<file path="src/hdl/rstoi_pkg.sv">
package rstoi_pkg;

   localparam int CHAR_WIDTH  = 8;
   localparam int RADIX_WIDTH = 6;

   localparam logic [RADIX_WIDTH-1:0] RADIX_RESET = 6'd10;
   localparam logic [RADIX_WIDTH-1:0] RADIX_MIN   = 6'd2;
   localparam logic [RADIX_WIDTH-1:0] RADIX_MAX   = 6'd36;

   localparam logic [CHAR_WIDTH-1:0] CHAR_PLUS    = 8'h2B;
   localparam logic [CHAR_WIDTH-1:0] CHAR_MINUS   = 8'h2D;
   localparam logic [CHAR_WIDTH-1:0] CHAR_ZERO    = 8'h30;
   localparam logic [CHAR_WIDTH-1:0] CHAR_NINE    = 8'h39;
   localparam logic [CHAR_WIDTH-1:0] CHAR_UPPER_A = 8'h41;
   localparam logic [CHAR_WIDTH-1:0] CHAR_UPPER_Z = 8'h5A;
   localparam logic [CHAR_WIDTH-1:0] CHAR_LOWER_A = 8'h61;
   localparam logic [CHAR_WIDTH-1:0] CHAR_LOWER_Z = 8'h7A;

   localparam logic [RADIX_WIDTH-1:0] LETTER_DIGIT_BASE = 6'd10;

   typedef struct packed {
      logic                  valid;
      logic [CHAR_WIDTH-1:0] char_code;
      logic                  last_char;
   } word_type;

endpackage

</file>
<file path="src/hdl/rstoi_if.sv">
interface rstoi_req_if;
   logic                             valid;
   logic                             ready;
   logic [rstoi_pkg::CHAR_WIDTH-1:0] char_code;
   logic                             last_char;

   modport source (output valid, output char_code, output last_char, input ready);
   modport sink (input valid, input char_code, input last_char, output ready);
endinterface

interface rstoi_rsp_if #(parameter int VALUE_WIDTH = 32);
   logic                          valid;
   logic                          ready;
   logic                          ok;
   logic signed [VALUE_WIDTH-1:0] value;

   modport source (output valid, output ok, output value, input ready);
   modport sink (input valid, input ok, input value, output ready);
endinterface

</file>
<file path="src/hdl/rstoi_input_stage.sv">
module rstoi_input_stage (
   input  logic                clock,
   input  logic                reset,
   rstoi_req_if.sink           req_port,
   input  logic                advance,
   output rstoi_pkg::word_type word
);

   logic                             valid_ff, valid_in;
   logic [rstoi_pkg::CHAR_WIDTH-1:0] char_ff, char_in;
   logic                             last_ff, last_in;
   logic                             take;

   assign req_port.ready = !valid_ff || advance;
   assign take           = req_port.valid && req_port.ready;

   always_comb begin
      valid_in = valid_ff;
      char_in  = char_ff;
      last_in  = last_ff;
      if (advance) begin
         valid_in = 1'b0;
      end
      if (take) begin
         valid_in = 1'b1;
         char_in  = req_port.char_code;
         last_in  = req_port.last_char;
      end
   end

   always_ff @(posedge clock) begin
      if (reset) begin
         valid_ff <= 1'b0;
      end else begin
         valid_ff <= valid_in;
      end
      char_ff <= char_in;
      last_ff <= last_in;
   end

   assign word.valid     = valid_ff;
   assign word.char_code = char_ff;
   assign word.last_char = last_ff;

endmodule

</file>
<file path="src/hdl/rstoi_core.sv">
module rstoi_core #(
   parameter int VALUE_WIDTH = 32
) (
   input  logic                                clock,
   input  logic                                reset,
   input  logic                                csr_write_enable,
   input  logic [rstoi_pkg::RADIX_WIDTH-1:0]   csr_write_data,
   input  rstoi_pkg::word_type                 word,
   output logic                                advance,
   rstoi_rsp_if.source                         rsp_port
);

   localparam int RW = rstoi_pkg::RADIX_WIDTH;

   typedef enum logic [1:0] {
      PH_SEEK,
      PH_SIGN,
      PH_DIGITS,
      PH_ENDED
   } phase_type;

   phase_type               phase_ff, phase_in;
   logic                    negative_ff, negative_in;
   logic                    seen_ff, seen_in;
   logic [VALUE_WIDTH-1:0]  acc_ff, acc_in;
   logic [RW-1:0]           radix_ff;

   logic                    rsp_valid_ff, rsp_valid_in;
   logic                    rsp_ok_ff, rsp_ok_in;
   logic [VALUE_WIDTH-1:0]  rsp_value_ff, rsp_value_in;

   logic [rstoi_pkg::CHAR_WIDTH-1:0] ch;
   logic [RW-1:0]           digit;
   logic                    is_alnum, is_dec, take_digit, out_free, radix_good;
   logic [VALUE_WIDTH+RW-1:0] product;
   logic [VALUE_WIDTH-1:0]  acc_step;
   phase_type               phase_nx;
   logic                    negative_nx, seen_nx;
   logic [VALUE_WIDTH-1:0]  acc_nx;

   assign ch     = word.char_code;
   assign is_dec = (ch >= rstoi_pkg::CHAR_ZERO) && (ch <= rstoi_pkg::CHAR_NINE);

   // digit value of the character
   always_comb begin
      digit    = '0;
      is_alnum = 1'b1;
      if (is_dec) begin
         digit = RW'(ch - rstoi_pkg::CHAR_ZERO);
      end else if ((ch >= rstoi_pkg::CHAR_UPPER_A) && (ch <= rstoi_pkg::CHAR_UPPER_Z)) begin
         digit = RW'(ch - rstoi_pkg::CHAR_UPPER_A) + rstoi_pkg::LETTER_DIGIT_BASE;
      end else if ((ch >= rstoi_pkg::CHAR_LOWER_A) && (ch <= rstoi_pkg::CHAR_LOWER_Z)) begin
         digit = RW'(ch - rstoi_pkg::CHAR_LOWER_A) + rstoi_pkg::LETTER_DIGIT_BASE;
      end else begin
         is_alnum = 1'b0;
      end
   end

   assign take_digit = is_alnum && (digit < radix_ff);
   assign product    = {{RW{1'b0}}, acc_ff} * {{VALUE_WIDTH{1'b0}}, radix_ff};
   assign acc_step   = product[VALUE_WIDTH-1:0] + {{(VALUE_WIDTH-RW){1'b0}}, digit};
   assign radix_good = (radix_ff >= rstoi_pkg::RADIX_MIN) && (radix_ff <= rstoi_pkg::RADIX_MAX);

   always_comb begin
      phase_nx    = phase_ff;
      negative_nx = negative_ff;
      seen_nx     = seen_ff;
      acc_nx      = acc_ff;
      case (phase_ff)
         PH_SEEK: begin
            if (ch == rstoi_pkg::CHAR_PLUS) begin
               negative_nx = 1'b0;
               phase_nx    = PH_SIGN;
            end else if (ch == rstoi_pkg::CHAR_MINUS) begin
               negative_nx = 1'b1;
               phase_nx    = PH_SIGN;
            end else if (is_dec) begin
               if (take_digit) begin
                  acc_nx   = acc_step;
                  seen_nx  = 1'b1;
                  phase_nx = PH_DIGITS;
               end else begin
                  phase_nx = PH_ENDED;
               end
            end
         end
         PH_SIGN, PH_DIGITS: begin
            if (take_digit) begin
               acc_nx   = acc_step;
               seen_nx  = 1'b1;
               phase_nx = PH_DIGITS;
            end else begin
               phase_nx = PH_ENDED;
            end
         end
         default: begin
            phase_nx = phase_ff;
         end
      endcase
   end

   assign out_free = !rsp_valid_ff || rsp_port.ready;
   assign advance  = word.valid && (!word.last_char || out_free);

   always_comb begin
      phase_in     = phase_ff;
      negative_in  = negative_ff;
      seen_in      = seen_ff;
      acc_in       = acc_ff;
      rsp_valid_in = rsp_valid_ff && !rsp_port.ready;
      rsp_ok_in    = rsp_ok_ff;
      rsp_value_in = rsp_value_ff;
      if (advance) begin
         if (word.last_char) begin
            rsp_valid_in = 1'b1;
            rsp_ok_in    = seen_nx && radix_good;
            rsp_value_in = '0;
            if (seen_nx && radix_good) begin
               rsp_value_in = negative_nx ? (~acc_nx + 1'b1) : acc_nx;
            end
            phase_in    = PH_SEEK;
            negative_in = 1'b0;
            seen_in     = 1'b0;
            acc_in      = '0;
         end else begin
            phase_in    = phase_nx;
            negative_in = negative_nx;
            seen_in     = seen_nx;
            acc_in      = acc_nx;
         end
      end
   end

   always_ff @(posedge clock) begin
      if (reset) begin
         phase_ff     <= PH_SEEK;
         negative_ff  <= 1'b0;
         seen_ff      <= 1'b0;
         acc_ff       <= '0;
         radix_ff     <= rstoi_pkg::RADIX_RESET;
         rsp_valid_ff <= 1'b0;
      end else begin
         phase_ff     <= phase_in;
         negative_ff  <= negative_in;
         seen_ff      <= seen_in;
         acc_ff       <= acc_in;
         rsp_valid_ff <= rsp_valid_in;
         if (csr_write_enable) begin
            radix_ff <= csr_write_data;
         end
      end
      rsp_ok_ff    <= rsp_ok_in;
      rsp_value_ff <= rsp_value_in;
   end

   assign rsp_port.valid = rsp_valid_ff;
   assign rsp_port.ok    = rsp_ok_ff;
   assign rsp_port.value = rsp_value_ff;

endmodule

</file>
<file path="src/hdl/radix_string_to_integer.sv">
// radix string to integer converter
// req_port takes one character word per cycle while ready is high (char_code,
// last_char set on the final character of a string); rsp_port gives one word
// per string: ok and the signed value in two's complement, value zero when ok is low.
// csr_write_enable / csr_write_data load the 6-bit radix; only 2 to 36 give ok.
// write the radix only while no string is in flight.
// the final character is taken into the input register, then its result word is
// written into the result register that drives rsp_port.
// throughput: one character per cycle unless a final character finds the result
// register full; the accumulator loop (one multiply by the radix and one add) sets it.
// a new string may start right behind the final character of the last one.
// when the receiver stalls, the result register holds its word; characters
// keep flowing until a final character finds the result register still full,
// then req_port.ready drops until rsp_port.ready frees it.
// reset: radix returns to 10, parse state and both registers are emptied.
module radix_string_to_integer #(
   parameter int VALUE_WIDTH = 32
) (
   input  logic                              clock,
   input  logic                              reset,
   rstoi_req_if.sink                         req_port,
   rstoi_rsp_if.source                       rsp_port,
   input  logic                              csr_write_enable,
   input  logic [rstoi_pkg::RADIX_WIDTH-1:0] csr_write_data
);

   rstoi_pkg::word_type word;
   logic                advance;

   rstoi_input_stage u_input_stage (
      .clock    (clock),
      .reset    (reset),
      .req_port (req_port),
      .advance  (advance),
      .word     (word)
   );

   rstoi_core #(
      .VALUE_WIDTH (VALUE_WIDTH)
   ) u_core (
      .clock            (clock),
      .reset            (reset),
      .csr_write_enable (csr_write_enable),
      .csr_write_data   (csr_write_data),
      .word             (word),
      .advance          (advance),
      .rsp_port         (rsp_port)
   );

endmodule
</file>
<file path="src/flat_wrapper.sv">
// flat-port wrapper written by rule: the top's interface ports become plain ports
module radix_string_to_integer_flat 
#(
   parameter int VALUE_WIDTH = 32
)
  (clock, reset, csr_write_enable, csr_write_data, req_port_valid, req_port_char_code, req_port_last_char, req_port_ready, rsp_port_valid, rsp_port_ok, rsp_port_value, rsp_port_ready);
  rstoi_req_if req_port_i ();
  rstoi_rsp_if #(.VALUE_WIDTH(VALUE_WIDTH)) rsp_port_i ();
  input  logic clock;
  input  logic reset;
  input  logic csr_write_enable;
  input  logic [rstoi_pkg::RADIX_WIDTH-1:0] csr_write_data;
  input wire logic [$bits(req_port_i.valid)-1:0] req_port_valid;
  input wire logic [$bits(req_port_i.char_code)-1:0] req_port_char_code;
  input wire logic [$bits(req_port_i.last_char)-1:0] req_port_last_char;
  output wire logic [$bits(req_port_i.ready)-1:0] req_port_ready;
  output wire logic [$bits(rsp_port_i.valid)-1:0] rsp_port_valid;
  output wire logic [$bits(rsp_port_i.ok)-1:0] rsp_port_ok;
  output wire logic [$bits(rsp_port_i.value)-1:0] rsp_port_value;
  input wire logic [$bits(rsp_port_i.ready)-1:0] rsp_port_ready;
  assign req_port_i.valid = req_port_valid;
  assign req_port_i.char_code = req_port_char_code;
  assign req_port_i.last_char = req_port_last_char;
  assign req_port_ready = req_port_i.ready;
  assign rsp_port_valid = rsp_port_i.valid;
  assign rsp_port_ok = rsp_port_i.ok;
  assign rsp_port_value = rsp_port_i.value;
  assign rsp_port_i.ready = rsp_port_ready;
  radix_string_to_integer #(.VALUE_WIDTH(VALUE_WIDTH)) u_core (.clock(clock), .reset(reset), .req_port(req_port_i), .rsp_port(rsp_port_i), .csr_write_enable(csr_write_enable), .csr_write_data(csr_write_data));
endmodule
</file>
<file path="config.mk">
export PLATFORM = sky130hd
export DESIGN_NAME = radix_string_to_integer_flat
export DESIGN_NICKNAME = d
export VERILOG_FILES = /design/src/hdl/rstoi_pkg.sv /design/src/hdl/rstoi_if.sv /design/src/hdl/rstoi_input_stage.sv /design/src/hdl/rstoi_core.sv /design/src/hdl/radix_string_to_integer.sv /design/src/flat_wrapper.sv
export SDC_FILE = /design/constraint.sdc
export NUM_CORES = 1
export LEC_CHECK = 0
export BUFFER_PORTS_ARGS = -buffer_cell sky130_fd_sc_hd__buf_2
export CAP_MARGIN = 25
export CORE_MARGIN = 2
export CORE_UTILIZATION = 65
export DETAILED_ROUTE_END_ITERATION = 16
export GPL_ROUTABILITY_DRIVEN = 0
export PLACE_DENSITY = 0.84
export SLEW_MARGIN = 40
export SYNTH_ARGS = -nofsm -noshare
export SYNTH_HDL_FRONTEND = slang
export SYNTH_SLANG_ARGS = --single-unit
</file>
<file path="constraint.sdc">
create_clock -name clock -period 13.2 [get_ports clock]
set_clock_uncertainty 0.15 [all_clocks]
set_input_delay 1.32 -clock clock [delete_from_list [all_inputs] [get_ports clock]]
set_output_delay 1.32 -clock clock [all_outputs]
set_load 0.02 [all_outputs]
</file>
==> summary.txt <==
Route
  • Initial drt markers: 1398
  • Final ANT Viol Nets: 0
  • Vias/cell: between 6 and 7
  • Router iterations before antenna repair: 6
  • DRC Markers: 0
  • Wirelength per Cell: 20.1 µm
  • Detailed Route WL: 30200 µm
  • Detailed-route via count: 9879

Clocking
  • H-Tree Depth: 3
  • Worst skew pair latency: around 350 ps
  • Inserted Clock Buffers: 9
  • Post-CTS sizing: 0
  • Clock-pin transition on the worst setup and hold timing paths: 70 ps
  • CTS sink count: 86
  • # hold bufs at CTS: 0
  • CTS Buffer Depth: 2
  • Clock root buffer: clkbuf_16
  • CTS tree: yes
  • Post-CTS Setup Inserts: 0

Critical path
  • Critical Path Sink Type: flip-flop
  • Worst flop-to-flop path endpoint: u_core.u_core.rsp_port.value[26]$_SDFFCE_PN0P_
  • R2R Setup Slk: 5740 ps
  • Worst-path fanout max: 8
  • Crit Path Class: reg -> reg
  • R2R cell count: 25
  • Arr. time, crit path: 7410 ps
  • Startpoint Class: flip-flop
  • Worst Setup EP: u_core.u_core.rsp_port.value[26]$_SDFFCE_PN0P_
  • Reg-to-Reg Start: u_core.u_input_stage.char_ff[0]$_DFFE_PP_
  • WP data required: 13150 ps
  • CP Launch Point: u_core.u_input_stage.char_ff[0]$_DFFE_PP_

Synthesis
  • Ys async rst share: 0
  • Post-synthesis register bit count: 86
  • Cells after synthesis: 1277
  • Post-synth cell types: 80
  • Synth area leaders: fa_1, edfxtp_1, ha_1, dfxtp_1, and2_1
  • Mapped cell area: 11000 µm²
  • Synth top cells by count: nor2_1, and2_1, fa_1, nand2_1, inv_1
  • Synth area leader: fa_1
  • Yosys warns: 0
  • Ys flop type: dfxtp_1
  • Syn Nets: 1490
  • Avg Cell Area, Syn: 8.65 µm²
  • Most frequent cell after synthesis: nor2_1
  • Synth top area share: 0.203
  • Sequential share of the synthesized area: 0.194
  • Post-synth EDFFs: 42

Placement
  • IO buf count: 54
  • Cell count after placement: 1489
  • Hpwl dp: around 23000 µm
  • Place WS: 5820 ps

Floorplan
  • Total core area: roughly 17000 µm²
  • Initial Utilization: 0.666
  • IO Pins: 55
  • Row count: 47
  • Die height: 134 µm
  • Total die area: 18100 µm²
  • Die width: 134 µm

Power and ir drop
  • LEAKAGE: 5.21 nW
  • IR drop worst, VDD: between 0.09 and 0.1 mV
  • Pwr Density: 55.8 nW/µm²
  • Total power: around 0.65 mW

GRT
  • GR Util All Layers: 0.349
  • Initial antenna violation count: 0
  • First-pass GRT wire length: 49700 µm
  • Vias in the first global route: 9620
  • Overflow after GRT: 0
  • Largest net degree at the start of global routing: 43

STA
  • Worst Tran Pin Value: 847 ps
  • Fmax: 0.134 GHz
  • Min Tclk post-route: ~7500 ps
  • PnR worst setup slack: around 5700 ps
  • Final period utilization: 0.565
  • Pins Over Slew Limit: 0
  • Final Hold Vio Count: 0
  • Rel. slew slack: 0.429
  • Post-Route Setup TNS: 0 ps
  • RSZ-0062 raised after global routing: no
  • Final setup violation count: 0

Final layout
  • Fraction of layout cells with a size suffix above 1: 0.0864
  • Layout Cells excl Fill: between 1500 and 2000
  • Area delta synth->final: 5.89%
  • Nets: 1493
  • Diode count: 0
  • FILL cells: 1280

Min path
  • Worst min path class: reg -> reg
  • Hold depth: 2

Job
  • Max-Cap Viols: 0

Outcome
  • Outcome: finished, final reports clean
[area by class of cell]
class / instances / area, µm² / share of cell area
inverters: 93 / 349 / 0.0298
well taps: 220 / 275 / 0.0235
clock buffers: 9 / 225 / 0.0192
flip-flops and latches: 86 / 2140 / 0.183
multi-input cells: 1028 / 8270 / 0.707
clock inverters: 7 / 105 / 0.00898
repair buffers: 62 / 330 / 0.0282
[state kept, by name, indices dropped and copies added, names as in the netlist]
signal / count
u_core.u_input_stage.valid_ff: 1
u_core.u_core.rsp_port.valid: 1
u_core.u_input_stage.last_ff: 1
u_core.u_core.phase_ff: 2
u_core.u_core.seen_ff: 1
u_core.u_core.rsp_port.ok: 1
u_core.u_core.acc_ff: 32
u_core.u_core.rsp_port.value: 32
u_core.u_core.negative_ff: 1
u_core.u_input_stage.char_ff: 8
u_core.u_core.radix_ff: 6
[worst min-delay path by stage]
stage                                  startpoint                                  to  slack [ps]
2_1_floorplan  u_core.u_core.seen_ff$_SDFFE_PP0P_  u_core.u_core.seen_ff$_SDFFE_PP0P_         300
3_3_place_gp   u_core.u_core.seen_ff$_SDFFE_PP0P_  u_core.u_core.seen_ff$_SDFFE_PP0P_         320
3_5_place_dp   u_core.u_core.seen_ff$_SDFFE_PP0P_  u_core.u_core.seen_ff$_SDFFE_PP0P_         320
4_1_cts        u_core.u_core.seen_ff$_SDFFE_PP0P_  u_core.u_core.seen_ff$_SDFFE_PP0P_         330
5_1_grt        u_core.u_core.seen_ff$_SDFFE_PP0P_  u_core.u_core.seen_ff$_SDFFE_PP0P_         350
6_report       u_core.u_core.seen_ff$_SDFFE_PP0P_  u_core.u_core.seen_ff$_SDFFE_PP0P_         340
[cells in the final DEF, fill, tap and decap left out, types with 6 or more instances in the layout]
master and n:
xor2_1 16, buf_4 8, mux2i_1 6, nor3_1 18
a41oi_1 11, nor2_1 137, dfxtp_1 42, a21oi_1 87
a31oi_1 20, nand2_1 95, clkbuf_16 9, edfxtp_1 42
inv_1 91, a22oi_1 23, a211oi_1 11, and4_1 6
a21o_1 11, and2_1 134, and3_1 7, o21ai_0 48
ha_1 81, xnor2_1 45, nand3_1 20, o211ai_1 16
fa_1 112, a32oi_1 6, buf_2 54, nand4_1 14
[power by group]
| part | total (mW) | switching [mW] | internal [mW] |
|---|---|---|---|
| clock network | 0.284 | 0.115 | 0.169 |
| logic | 0.0754 | 0.0536 | 0.0218 |
| registers | 0.294 | 0.00821 | 0.285 |
| total | 0.653 | 0.177 | 0.476 |
[worst max-delay path, stage by stage, from the launching register on]
cell and delay (ps):
edfxtp_1 510, inv_1 240, ha_1 200, or4b_1 500, a21oi_1 210, nor3_2 110, nor2_1 240, nand2_1 170
a41o_1 260, a22o_1 290, inv_1 100, fa_1 380, inv_1 60, ha_1 290, a211oi_1 340, o211ai_1 160
a21oi_1 500, mux2i_1 150, a2111oi_1 750, nand3_1 160, a21oi_1 510, nor2_1 110, and3b_1 240, a41oi_1 310
xor2_1 200, nor2_1 50
[per-layer routing]
| metal | track usage | share of wire | up-vias |
|---|---|---|---|
| li1 | - | - | 4418 |
| met1 | 0.481 | 0.39 | 4680 |
| met2 | 0.539 | 0.45 | 676 |
| met3 | 0.0752 | 0.12 | 105 |
| met4 | 0.142 | 0.040 | 0 |
| met5 | 0 | 0 | - |
[stage by stage]
stage | util | hold WS (ps) | instance area, µm²
finish | 0.706 | 343 | 11700
floorplan | - | 304 | 11000
global placement | 0.685 | 318 | 11400
detailed placement | 0.685 | 322 | 11400
CTS | 0.705 | 334 | 11700
global route | 0.706 | 353 | 11700
[cell families after synthesis]
family,count (synthesis),share of synthesized area
AND/OR/NAND/NOR,478,0.225
AO/OA/AOI/OAI,289,0.172
adder cells (fa/ha/maj),193,0.295
buffers and inverters,163,0.0589
flip-flops,86,0.194
XOR/XNOR,61,0.0484
multiplexers,7,0.00645
Note: power is estimated with default switching activity, not from simulation.
